`src/sv/udrb_pkg.sv`:
```
// Shared types, codes and constants for the UART dual ring buffer.
package udrb_pkg;

    localparam int RING_DEPTH_DEF = 32;
    localparam int BYTE_W         = 8;
    localparam int LEVEL_W        = 7;
    localparam int COUNT_W        = 7;
    localparam int Q_DEPTH        = 2;

    typedef enum logic [1:0] {
        REQ_RX_BYTE    = 2'd0,
        REQ_HOST_READ  = 2'd1,
        REQ_HOST_WRITE = 2'd2,
        REQ_TX_READY   = 2'd3
    } req_type_t;

    typedef enum logic [1:0] {
        KIND_HOST = 2'd0,
        KIND_TX   = 2'd1,
        KIND_ACK  = 2'd2
    } out_kind_t;

    typedef enum logic [1:0] {
        ST_OK    = 2'd0,
        ST_DROP  = 2'd1,
        ST_FULL  = 2'd2,
        ST_EMPTY = 2'd3
    } status_t;

    typedef enum logic [2:0] {
        OP_ACK      = 3'd0,
        OP_RX_WRITE = 3'd1,
        OP_RX_READ  = 3'd2,
        OP_TX_WRITE = 3'd3,
        OP_TX_READ  = 3'd4
    } cmd_op_t;

    typedef enum logic [1:0] {
        BK_IDLE  = 2'd0,
        BK_FETCH = 2'd1,
        BK_NEXT  = 2'd2
    } back_state_t;

    typedef struct packed {
        cmd_op_t              op;
        logic [BYTE_W-1:0]    data;
        logic [COUNT_W-1:0]   count;
        out_kind_t            kind;
        status_t              status;
        logic [LEVEL_W-1:0]   rx_level;
        logic [LEVEL_W-1:0]   tx_level;
        logic                 irq;
    } cmd_t;

    typedef struct packed {
        out_kind_t            kind;
        logic [BYTE_W-1:0]    data;
        logic                 has_byte;
        logic                 last;
        status_t              status;
        logic [LEVEL_W-1:0]   rx_level;
        logic [LEVEL_W-1:0]   tx_level;
        logic                 irq;
    } rsp_t;

endpackage

```
`src/sv/udrb_in_if.sv`:
```
// Request channel interface: valid/ready plus one request item.
interface udrb_in_if;
    logic       valid;
    logic       ready;
    logic [1:0] req_type;
    logic [7:0] data_byte;
    logic [6:0] read_max;

    modport source (output valid, output req_type, output data_byte, output read_max,
                    input ready);
    modport sink   (input valid, input req_type, input data_byte, input read_max,
                    output ready);
endinterface

```
`src/sv/udrb_out_if.sv`:
```
// Result channel interface: valid/ready plus one result item.
interface udrb_out_if;
    logic       valid;
    logic       ready;
    logic [1:0] out_kind;
    logic [7:0] out_byte;
    logic       out_valid;
    logic       out_last;
    logic [1:0] status_code;
    logic [6:0] rx_level;
    logic [6:0] tx_level;
    logic       tx_irq_enable;

    modport source (output valid, output out_kind, output out_byte, output out_valid,
                    output out_last, output status_code, output rx_level,
                    output tx_level, output tx_irq_enable, input ready);
    modport sink   (input valid, input out_kind, input out_byte, input out_valid,
                    input out_last, input status_code, input rx_level,
                    input tx_level, input tx_irq_enable, output ready);
endinterface

```
`src/sv/udrb_ram.sv`:
```
// Generic single-write, single-read RAM with registered read data.
module udrb_ram #(
    parameter int WIDTH = 8,
    parameter int DEPTH = 32
) (
    input  logic                     clk,
    input  logic                     we,
    input  logic [$clog2(DEPTH)-1:0] waddr,
    input  logic [WIDTH-1:0]         wdata,
    input  logic                     re,
    input  logic [$clog2(DEPTH)-1:0] raddr,
    output logic [WIDTH-1:0]         rdata
);
    logic [WIDTH-1:0] mem [DEPTH];
    logic [WIDTH-1:0] rdata_reg;

    always_ff @(posedge clk)
    begin
        if (we)
        begin
            mem[waddr] <= wdata;
        end
        if (re)
        begin
            rdata_reg <= mem[raddr];
        end
    end

    assign rdata = rdata_reg;
endmodule

```
`src/sv/udrb_front.sv`:
```
// Front end: accepts requests, tracks fill levels and irq enable, builds commands.
module udrb_front
    import udrb_pkg::*;
#(
    parameter int RING_DEPTH = RING_DEPTH_DEF
) (
    input  logic         clk,
    input  logic         rst_n,
    udrb_in_if.sink      req,
    input  logic         q_full,
    output logic         q_push,
    output cmd_t         q_cmd
);
    localparam int FILL_W = $clog2(RING_DEPTH + 1);

    logic [FILL_W-1:0] rx_fill_reg, rx_fill_next;
    logic [FILL_W-1:0] tx_fill_reg, tx_fill_next;
    logic              irq_reg, irq_next;
    logic [COUNT_W-1:0] rx_fill_ext;
    logic [COUNT_W-1:0] pop_n;
    req_type_t          rtype;

    assign req.ready   = !q_full;
    assign q_push      = req.valid && !q_full;
    assign rtype       = req_type_t'(req.req_type);
    assign rx_fill_ext = COUNT_W'(rx_fill_reg);
    assign pop_n       = (req.read_max < rx_fill_ext) ? req.read_max : rx_fill_ext;

    always_comb
    begin
        rx_fill_next = rx_fill_reg;
        tx_fill_next = tx_fill_reg;
        irq_next     = irq_reg;
        q_cmd.op     = OP_ACK;
        q_cmd.data   = req.data_byte;
        q_cmd.count  = pop_n;
        q_cmd.kind   = KIND_ACK;
        q_cmd.status = ST_OK;
        unique case (rtype)
            REQ_RX_BYTE:
            begin
                if (rx_fill_reg < FILL_W'(RING_DEPTH))
                begin
                    q_cmd.op     = OP_RX_WRITE;
                    rx_fill_next = rx_fill_reg + 1'b1;
                end
                else
                begin
                    q_cmd.status = ST_DROP;
                end
            end
            REQ_HOST_READ:
            begin
                q_cmd.kind = KIND_HOST;
                if (pop_n == '0)
                begin
                    q_cmd.status = ST_EMPTY;
                end
                else
                begin
                    q_cmd.op     = OP_RX_READ;
                    rx_fill_next = rx_fill_reg - FILL_W'(pop_n);
                end
            end
            REQ_HOST_WRITE:
            begin
                if (tx_fill_reg >= FILL_W'(RING_DEPTH))
                begin
                    q_cmd.status = ST_FULL;
                end
                else
                begin
                    q_cmd.op     = OP_TX_WRITE;
                    tx_fill_next = tx_fill_reg + 1'b1;
                    irq_next     = 1'b1;
                end
            end
            REQ_TX_READY:
            begin
                if (tx_fill_reg != '0)
                begin
                    q_cmd.op     = OP_TX_READ;
                    q_cmd.kind   = KIND_TX;
                    q_cmd.count  = COUNT_W'(1);
                    tx_fill_next = tx_fill_reg - 1'b1;
                end
                else
                begin
                    q_cmd.status = ST_EMPTY;
                    irq_next     = 1'b0;
                end
            end
        endcase
        q_cmd.rx_level = LEVEL_W'(rx_fill_next);
        q_cmd.tx_level = LEVEL_W'(tx_fill_next);
        q_cmd.irq      = irq_next;
    end

    always_ff @(posedge clk or negedge rst_n)
    begin
        if (!rst_n)
        begin
            rx_fill_reg <= '0;
            tx_fill_reg <= '0;
            irq_reg     <= 1'b0;
        end
        else if (q_push)
        begin
            rx_fill_reg <= rx_fill_next;
            tx_fill_reg <= tx_fill_next;
            irq_reg     <= irq_next;
        end
    end
endmodule

```
`src/sv/udrb_cmd_queue.sv`:
```
// Short command queue between front and back end.
module udrb_cmd_queue
    import udrb_pkg::*;
(
    input  logic clk,
    input  logic rst_n,
    input  logic push,
    input  cmd_t push_cmd,
    output logic full,
    input  logic pop,
    output logic not_empty,
    output cmd_t head
);
    localparam int PTR_W = $clog2(Q_DEPTH);
    localparam int CNT_W = $clog2(Q_DEPTH + 1);

    cmd_t             entry_reg [Q_DEPTH];
    logic [PTR_W-1:0] wr_ptr_reg, rd_ptr_reg;
    logic [CNT_W-1:0] cnt_reg;

    assign full      = (cnt_reg == CNT_W'(Q_DEPTH));
    assign not_empty = (cnt_reg != '0);
    assign head      = entry_reg[rd_ptr_reg];

    always_ff @(posedge clk)
    begin
        if (push)
        begin
            entry_reg[wr_ptr_reg] <= push_cmd;
        end
    end

    always_ff @(posedge clk or negedge rst_n)
    begin
        if (!rst_n)
        begin
            wr_ptr_reg <= '0;
            rd_ptr_reg <= '0;
            cnt_reg    <= '0;
        end
        else
        begin
            if (push)
            begin
                wr_ptr_reg <= wr_ptr_reg + 1'b1;
            end
            if (pop)
            begin
                rd_ptr_reg <= rd_ptr_reg + 1'b1;
            end
            cnt_reg <= cnt_reg + CNT_W'(push) - CNT_W'(pop);
        end
    end

    a_no_overflow: assert property (@(posedge clk) disable iff (!rst_n) push |-> !full)
        else $error("command queue push while full");
    a_no_underflow: assert property (@(posedge clk) disable iff (!rst_n) pop |-> not_empty)
        else $error("command queue pop while empty");
endmodule

```
`src/sv/udrb_back.sv`:
```
// Back end: ring pointers, ring RAMs and the result output register.
module udrb_back
    import udrb_pkg::*;
#(
    parameter int RING_DEPTH = RING_DEPTH_DEF
) (
    input  logic        clk,
    input  logic        rst_n,
    input  logic        cmd_valid,
    input  cmd_t        cmd,
    output logic        cmd_pop,
    udrb_out_if.source  rsp
);
    localparam int PTR_W = $clog2(RING_DEPTH);

    back_state_t        state_reg, state_next;
    logic [COUNT_W-1:0] remain_reg, remain_next;
    logic [PTR_W-1:0]   rx_wr_reg, rx_wr_next, rx_rd_reg, rx_rd_next;
    logic [PTR_W-1:0]   tx_wr_reg, tx_wr_next, tx_rd_reg, tx_rd_next;
    logic               out_valid_reg, out_valid_next;
    rsp_t               out_reg, out_next;
    logic               out_free;
    logic               rx_we, rx_re, tx_we, tx_re;
    logic [BYTE_W-1:0]  rx_rdata, tx_rdata;
    rsp_t               ack_rsp;

    function automatic logic [PTR_W-1:0] ptr_inc(input logic [PTR_W-1:0] p);
        return (p == PTR_W'(RING_DEPTH - 1)) ? '0 : p + 1'b1;
    endfunction

    udrb_ram #(.WIDTH(BYTE_W), .DEPTH(RING_DEPTH)) u_rx_ram (
        .clk   (clk),
        .we    (rx_we),
        .waddr (rx_wr_reg),
        .wdata (cmd.data),
        .re    (rx_re),
        .raddr (rx_rd_reg),
        .rdata (rx_rdata)
    );

    udrb_ram #(.WIDTH(BYTE_W), .DEPTH(RING_DEPTH)) u_tx_ram (
        .clk   (clk),
        .we    (tx_we),
        .waddr (tx_wr_reg),
        .wdata (cmd.data),
        .re    (tx_re),
        .raddr (tx_rd_reg),
        .rdata (tx_rdata)
    );

    assign out_free = !out_valid_reg || rsp.ready;

    always_comb
    begin
        ack_rsp.kind     = cmd.kind;
        ack_rsp.data     = '0;
        ack_rsp.has_byte = 1'b0;
        ack_rsp.last     = 1'b1;
        ack_rsp.status   = cmd.status;
        ack_rsp.rx_level = cmd.rx_level;
        ack_rsp.tx_level = cmd.tx_level;
        ack_rsp.irq      = cmd.irq;
    end

    always_comb
    begin
        state_next     = state_reg;
        remain_next    = remain_reg;
        rx_wr_next     = rx_wr_reg;
        rx_rd_next     = rx_rd_reg;
        tx_wr_next     = tx_wr_reg;
        tx_rd_next     = tx_rd_reg;
        out_valid_next = out_valid_reg && !rsp.ready;
        out_next       = out_reg;
        cmd_pop        = 1'b0;
        rx_we          = 1'b0;
        rx_re          = 1'b0;
        tx_we          = 1'b0;
        tx_re          = 1'b0;
        unique case (state_reg)
            BK_IDLE:
            begin
                if (cmd_valid && out_free)
                begin
                    unique case (cmd.op)
                        OP_RX_WRITE:
                        begin
                            rx_we          = 1'b1;
                            rx_wr_next     = ptr_inc(rx_wr_reg);
                            out_valid_next = 1'b1;
                            out_next       = ack_rsp;
                            cmd_pop        = 1'b1;
                        end
                        OP_TX_WRITE:
                        begin
                            tx_we          = 1'b1;
                            tx_wr_next     = ptr_inc(tx_wr_reg);
                            out_valid_next = 1'b1;
                            out_next       = ack_rsp;
                            cmd_pop        = 1'b1;
                        end
                        OP_RX_READ:
                        begin
                            rx_re       = 1'b1;
                            rx_rd_next  = ptr_inc(rx_rd_reg);
                            remain_next = cmd.count - 1'b1;
                            state_next  = BK_FETCH;
                        end
                        OP_TX_READ:
                        begin
                            tx_re       = 1'b1;
                            tx_rd_next  = ptr_inc(tx_rd_reg);
                            remain_next = cmd.count - 1'b1;
                            state_next  = BK_FETCH;
                        end
                        default:
                        begin
                            out_valid_next = 1'b1;
                            out_next       = ack_rsp;
                            cmd_pop        = 1'b1;
                        end
                    endcase
                end
            end
            BK_FETCH:
            begin
                // RAM data of the read issued last cycle; output slot is empty here
                out_valid_next    = 1'b1;
                out_next          = ack_rsp;
                out_next.data     = (cmd.op == OP_TX_READ) ? tx_rdata : rx_rdata;
                out_next.has_byte = 1'b1;
                out_next.last     = (remain_reg == '0);
                if (remain_reg == '0)
                begin
                    cmd_pop    = 1'b1;
                    state_next = BK_IDLE;
                end
                else
                begin
                    state_next = BK_NEXT;
                end
            end
            BK_NEXT:
            begin
                // only host reads pop more than one byte
                if (out_free)
                begin
                    rx_re       = 1'b1;
                    rx_rd_next  = ptr_inc(rx_rd_reg);
                    remain_next = remain_reg - 1'b1;
                    state_next  = BK_FETCH;
                end
            end
            default:
            begin
                state_next = BK_IDLE;
            end
        endcase
    end

    always_ff @(posedge clk or negedge rst_n)
    begin
        if (!rst_n)
        begin
            state_reg     <= BK_IDLE;
        end
        else
        begin
            state_reg     <= state_next;
        end
    end

    always_ff @(posedge clk or negedge rst_n)
    begin
        if (!rst_n)
        begin
            remain_reg    <= '0;
            rx_wr_reg     <= '0;
            rx_rd_reg     <= '0;
            tx_wr_reg     <= '0;
            tx_rd_reg     <= '0;
            out_valid_reg <= 1'b0;
        end
        else
        begin
            remain_reg    <= remain_next;
            rx_wr_reg     <= rx_wr_next;
            rx_rd_reg     <= rx_rd_next;
            tx_wr_reg     <= tx_wr_next;
            tx_rd_reg     <= tx_rd_next;
            out_valid_reg <= out_valid_next;
        end
    end

    always_ff @(posedge clk)
    begin
        out_reg <= out_next;
    end

    assign rsp.valid         = out_valid_reg;
    assign rsp.out_kind      = out_reg.kind;
    assign rsp.out_byte      = out_reg.data;
    assign rsp.out_valid     = out_reg.has_byte;
    assign rsp.out_last      = out_reg.last;
    assign rsp.status_code   = out_reg.status;
    assign rsp.rx_level      = out_reg.rx_level;
    assign rsp.tx_level      = out_reg.tx_level;
    assign rsp.tx_irq_enable = out_reg.irq;

    a_fetch_slot_free: assert property (@(posedge clk) disable iff (!rst_n)
        state_reg == BK_FETCH |-> !out_valid_reg)
        else $error("read data arrived with output register occupied");
    a_read_nonzero: assert property (@(posedge clk) disable iff (!rst_n)
        state_reg == BK_IDLE && cmd_valid && (cmd.op == OP_RX_READ || cmd.op == OP_TX_READ)
        |-> cmd.count != '0)
        else $error("read command with zero count");
    a_last_ends_cmd: assert property (@(posedge clk) disable iff (!rst_n)
        state_reg == BK_FETCH && remain_reg == '0 |=> state_reg == BK_IDLE && out_valid_reg)
        else $error("final byte did not retire the command");
endmodule

```
`src/sv/uart_dual_ring_buffer_unit.sv`:
```
// Top level of the UART dual ring buffer: front end, command queue, back end.
//
//  channel | dir | handshake    | payload
//  --------+-----+--------------+------------------------------------------------
//  req     | in  | valid/ready  | req_type, data_byte, read_max
//  rsp     | out | valid/ready  | out_kind, out_byte, out_valid, out_last,
//          |     |              | status_code, rx_level, tx_level, tx_irq_enable
//
// Push and acknowledge-only requests retire at one transaction per cycle while
// rsp is not stalled; the back end emits the single result the cycle after it
// takes the command. A popped byte passes through the registered ring RAM read,
// then the output register; the next byte's read waits for a free output slot.
// Reset clears pointers, fill levels, irq enable and queue; ring RAM contents
// are left as they are, since fill levels keep every read on a written entry.
// The 2-entry command queue lets the front keep accepting while the back end
// waits on a stalled result; req.ready drops only when that queue is full.
module uart_dual_ring_buffer_unit
    import udrb_pkg::*;
#(
    parameter int RING_DEPTH = RING_DEPTH_DEF
) (
    input  logic        clk,
    input  logic        rst_n,
    udrb_in_if.sink     req,
    udrb_out_if.source  rsp
);
    logic q_push, q_full, q_pop, q_not_empty;
    cmd_t q_in_cmd, q_head;

    // front: classifies each request, owns fill counts so levels are final at entry
    udrb_front #(.RING_DEPTH(RING_DEPTH)) u_front (
        .clk    (clk),
        .rst_n  (rst_n),
        .req    (req),
        .q_full (q_full),
        .q_push (q_push),
        .q_cmd  (q_in_cmd)
    );

    udrb_cmd_queue u_queue (
        .clk       (clk),
        .rst_n     (rst_n),
        .push      (q_push),
        .push_cmd  (q_in_cmd),
        .full      (q_full),
        .pop       (q_pop),
        .not_empty (q_not_empty),
        .head      (q_head)
    );

    // back: ring pointers and RAMs, one result transaction per byte popped
    udrb_back #(.RING_DEPTH(RING_DEPTH)) u_back (
        .clk       (clk),
        .rst_n     (rst_n),
        .cmd_valid (q_not_empty),
        .cmd       (q_head),
        .cmd_pop   (q_pop),
        .rsp       (rsp)
    );
endmodule
```
`src/flat_wrapper.sv`:
```
// flat-port wrapper written by rule: the top's interface ports become plain ports
module uart_dual_ring_buffer_unit_flat import udrb_pkg::*;
#(
    parameter int RING_DEPTH = RING_DEPTH_DEF
)
  (clk, rst_n, req_valid, req_req_type, req_data_byte, req_read_max, req_ready, rsp_valid, rsp_out_kind, rsp_out_byte, rsp_out_valid, rsp_out_last, rsp_status_code, rsp_rx_level, rsp_tx_level, rsp_tx_irq_enable, rsp_ready);
  udrb_in_if req_i ();
  udrb_out_if rsp_i ();
  input  logic clk;
  input  logic rst_n;
  input wire logic [$bits(req_i.valid)-1:0] req_valid;
  input wire logic [$bits(req_i.req_type)-1:0] req_req_type;
  input wire logic [$bits(req_i.data_byte)-1:0] req_data_byte;
  input wire logic [$bits(req_i.read_max)-1:0] req_read_max;
  output wire logic [$bits(req_i.ready)-1:0] req_ready;
  output wire logic [$bits(rsp_i.valid)-1:0] rsp_valid;
  output wire logic [$bits(rsp_i.out_kind)-1:0] rsp_out_kind;
  output wire logic [$bits(rsp_i.out_byte)-1:0] rsp_out_byte;
  output wire logic [$bits(rsp_i.out_valid)-1:0] rsp_out_valid;
  output wire logic [$bits(rsp_i.out_last)-1:0] rsp_out_last;
  output wire logic [$bits(rsp_i.status_code)-1:0] rsp_status_code;
  output wire logic [$bits(rsp_i.rx_level)-1:0] rsp_rx_level;
  output wire logic [$bits(rsp_i.tx_level)-1:0] rsp_tx_level;
  output wire logic [$bits(rsp_i.tx_irq_enable)-1:0] rsp_tx_irq_enable;
  input wire logic [$bits(rsp_i.ready)-1:0] rsp_ready;
  assign req_i.valid = req_valid;
  assign req_i.req_type = req_req_type;
  assign req_i.data_byte = req_data_byte;
  assign req_i.read_max = req_read_max;
  assign req_ready = req_i.ready;
  assign rsp_valid = rsp_i.valid;
  assign rsp_out_kind = rsp_i.out_kind;
  assign rsp_out_byte = rsp_i.out_byte;
  assign rsp_out_valid = rsp_i.out_valid;
  assign rsp_out_last = rsp_i.out_last;
  assign rsp_status_code = rsp_i.status_code;
  assign rsp_rx_level = rsp_i.rx_level;
  assign rsp_tx_level = rsp_i.tx_level;
  assign rsp_tx_irq_enable = rsp_i.tx_irq_enable;
  assign rsp_i.ready = rsp_ready;
  uart_dual_ring_buffer_unit #(.RING_DEPTH(RING_DEPTH)) u_core (.clk(clk), .rst_n(rst_n), .req(req_i), .rsp(rsp_i));
endmodule
```
`config.mk`:
```
export PLATFORM = sky130hd
export DESIGN_NAME = uart_dual_ring_buffer_unit_flat
export DESIGN_NICKNAME = d
export VERILOG_FILES = /design/src/sv/udrb_pkg.sv /design/src/sv/udrb_in_if.sv /design/src/sv/udrb_out_if.sv /design/src/sv/udrb_ram.sv /design/src/sv/udrb_front.sv /design/src/sv/udrb_cmd_queue.sv /design/src/sv/udrb_back.sv /design/src/sv/uart_dual_ring_buffer_unit.sv /design/src/flat_wrapper.sv
export SDC_FILE = /design/constraint.sdc
export NUM_CORES = 1
export LEC_CHECK = 0
export BUFFER_PORTS_ARGS = -buffer_cell sky130_fd_sc_hd__buf_4
export CAP_MARGIN = 0
export CORE_AREA = 2 2 264 266
export DETAILED_ROUTE_END_ITERATION = 6
export DIE_AREA = 0 0 266 268
export PLACE_DENSITY = 0.61
export SKIP_LAST_GASP = 1
export SLEW_MARGIN = 20
export SYNTH_ARGS = -nofsm -noshare
export SYNTH_HDL_FRONTEND = slang
export SYNTH_SLANG_ARGS = --single-unit
export TNS_END_PERCENT = 5
```
`constraint.sdc`:
```
create_clock -name clk -period 6.2 [get_ports clk]
set_clock_uncertainty 0.2 [all_clocks]
set_input_delay 1.24 -clock clk [delete_from_list [all_inputs] [get_ports clk]]
set_output_delay 1.24 -clock clk [all_outputs]
set_load 0.01 [all_outputs]
```
==> results.py <==
metrics = {
    "place": {
        "place_ws_ps": 1680,
        "port_buffers": 49,
        "gp_congestion": 0.809,
        "dp_hpwl_mm": 34.3,
    },
    "global_route": {
        "grt.overflow.total": 0,
        "antenna_found_initial": 4,
        "grt_pass1_wl_mm": 84.8,
        "grt_pass1_vias": 13600,
        "grt_start_max_net_pins": 65,
        "grt_usage_pct": 16.0,
    },
    "cells_and_area": {
        "diodes": 0,
        "fin_nets": 1545,
        "synthToLayoutAreaGrowth_pct": 13.7,
        "fill_cells": 5716,
        "drive_above_1_share_pct": 26.1,
    },
    "floorplan": {
        "coreArea_sq_mm": 0.0682,
        "row_count": 96,
        "die_w_microns": 266,
        "die_h_microns": 268,
        "die-area_sq_mm": 0.0713,
        "initial_utilization_pct": 39.7,
        "io_pins": 52,
    },
    "sta": {
        "slew_headroom_pct": 30.7,
        "max_freq_mhz": 256,
        "tightest_slew_ps": 1040,
        "timing.final.ws_setup_ps": 2290,
        "hold_violations": 0,
        "maxSlewViolCount": 0,
        "period_share_pct": 63.1,
        "setup_viol": 0,
        "period_minus_slack_ps": 3910,
        "rsz0062_at_grt": "false",
        "totalNegativeSetupSlack_ps": 0,
    },
    "logic_synthesis": {
        "synth_compound_area_share_pct": 2.45,
        "muxShareOfSynthArea_pct": 16.1,
        "synthFlopType": "edfxtp_1",
        "yosysTopAreaCellShare_pct": 69.0,
        "synth_top_family_by_area": "multiplexers",
        "synthTopCellsByArea": "edfxtp_1 69%, mux4_2 13%, dfrtp_1 4.3%, mux2_2 2.1%, nor2_1 1.7%",
        "synth-seq-cells": 670,
        "syn_area_per_cell_sq_um": 19.1,
        "yosys.cell_count.top_type": "edfxtp_1",
        "synth_xor_area_share_pct": 0.614,
        "netlist_top_cells_count": "623 x edfxtp_1, 160 x mux4_2, 126 x nor2_1",
        "yosys_warnings": 0,
        "yosysUniqueCellTypes": 56,
        "synthArstFlopShare_pct": 7.01,
        "synth_fa_ha_area_share_pct": 1.38,
        "synthSimpleGateAreaFrac_pct": 4.68,
        "synth_area_sq_mm": 0.0271,
        "synth.largest_area_cell": "edfxtp_1",
        "syn_inst": 1420,
        "synth_edf_count": 623,
        "synth-seq-area-share_pct": 73.3,
    },
    "pwr": {
        "intPower_uw": 10200,
        "p_leak_uw": 0.0101,
        "combPwrFrac_pct": 27.2,
        "clkPwrFrac_pct": 28.7,
        "ir_drop_mv": 0.283,
        "seqPwrFrac_pct": 44.1,
        "p_sw_share_pct": 30.2,
        "p_per_area_mw_per_mm2": 474,
        "p_sw_uw": 4410,
    },
    "clock_tree": {
        "cts_buffer_depth": 3,
        "cts_resized": 0,
        "postCtsSetupBuffers": 0,
        "cts_tree": "built",
        "cts_made_buffers": 70,
        "clk_pin_slew_ps": 60,
        "hold_buffers": 0,
        "clockRootBuffer": "clkbuf_16",
        "cts.sinks": 670,
        "clkLatencyLatePin_ps": 620,
        "ctsHtreeMaxLevel": 3,
    },
    "detailed_routing": {
        "wirelength_mm": 56.0,
        "drtAntennaViolNets": 0,
        "via_per_inst": 5.45,
        "route.detailed.wl_per_inst_microns": 23.0,
        "drc": 0,
        "drtPass1Iterations": 5,
        "vias": 13200,
        "drt_iter0_drc": 1173,
    },
    "job": {
        "cap_violations": 0,
    },
    "worst_setup_path": {
        "arrival_ps": 4060,
        "critPathMaxFanout": 21,
        "cp-start-kind": "primary input",
        "required_ps": 6350,
        "worstSetupPathType": "in2reg",
        "cp-end-kind": "flip-flop",
    },
    "min_path": {
        "hold_path_class": "reg2reg",
    },
    "run_status": {
        "status": "finished clean",
    },
}
-- power groups by stage --
| stage | Combinational, uW | Sequential, uW | Clock (uW) |
|---|---|---|---|
| 2_1_floorplan | 2880 | 6240 | 0 |
| 3_3_place_gp | 3870 | 6600 | 0 |
| 3_5_place_dp | 3950 | 6610 | 0 |
| 4_1_cts | 3960 | 6520 | 4290 |
| 5_1_grt | 4340 | 6520 | 4450 |
| 6_report | 3980 | 6440 | 4200 |
-- logic make-up (layout without fill, tap and decap cells) --
group,after synthesis,in the layout
other,1,4
multiplexers,230,230
buffers and inverters,93,216
XOR/XNOR,19,19
AO/OA/AOI/OAI,99,99
flip-flops,670,670
AND/OR/NAND/NOR,278,278
adder cells (fa/ha/maj),30,30
-- cells in the final DEF (no fill, tap or decap), drive strengths merged, types with 13 or more instances in the layout --
cell    count
clkinv     27
edfxtp    623
mux4      160
a21oi      36
nor3       13
ha         30
clkbuf     85
nor2      127
o21ai      24
mux2i      19
nand2      62
nand3      18
buf        69
dfrtp      47
mux2       51
inv        27
-- critical path, cell delays in order --
cell and delay, ps:
buf_4 130, ha_1 290, a211o_1 320, a211oi_2 220
buf_4 260, nor2_1 60, a21oi_1 190, ha_1 330
and4_1 230, a2111oi_4 340, xnor2_1 130, o32a_1 320
-- area by class of cell --
| type | instances | area, sq um | area share (%) |
|---|---|---|---|
| Sequential cell | 670 | 19900 | 64.5 |
| Inverter | 23 | 86.3 | 0.280 |
| Clock buffer | 85 | 1870 | 6.06 |
| Multi-Input combinational cell | 660 | 6870 | 22.3 |
| Tap cell | 882 | 1100 | 3.58 |
| Clock inverter | 39 | 445 | 1.45 |
| Timing Repair Buffer | 69 | 551 | 1.79 |
-- per-stage QoR --
stage | total power, uW | std cells | utilization (%) | cell area [sq um] | hold WS, ps
after global placement | 10500 | 2302 | 41.7 | 28500 | 287
after floorplan | 9130 | 1423 | - | 27100 | 261
after global routing | 15300 | 2428 | 45.2 | 30800 | 324
after CTS | 14800 | 2426 | 45.1 | 30800 | 308
after detailed placement | 10600 | 2302 | 41.7 | 28500 | 296
final | 14600 | 2428 | 45.2 | 30800 | 305
-- per-layer routing --
layer  part of all wire [%]  vias up  wire length [microns]  global-route usage (%)
met5                      0        -                      0                       0
met4                    1.7        0                    924                    4.45
met3                    6.0       63                   3370                    3.07
met2                     48      385                  27100                    26.0
met1                     44     6942                  24600                    22.2
li1                       -     5846                      -                       -
-- final timing paths --
kind | start | to | slack (ps) | cells past startpoint
max | req_read_max[1] | u_core.u_queue.entry_reg[0][12]$_DFFE_PP_ | 2290 | 12
min | u_core.u_queue.cnt_reg[1]$_DFF_PN0_ | u_core.u_queue.cnt_reg[1]$_DFF_PN0_ | 300 | 1
max reg2reg | u_core.u_front.rx_fill_reg[1]$_DFFE_PN0P_ | u_core.u_queue.entry_reg[0][12]$_DFFE_PP_ | 2370 | 12
min reg2reg | u_core.u_queue.cnt_reg[1]$_DFF_PN0_ | u_core.u_queue.cnt_reg[1]$_DFF_PN0_ | 300 | 1
max in group asynchronous | rst_n | u_core.u_back.tx_rd_reg[0]$_DFFE_PN0P_ | 4810 | 1
min in group asynchronous | rst_n | u_core.u_front.rx_fill_reg[5]$_DFFE_PN0P_ | 440 | 1
(Power assumes the default switching activity.)
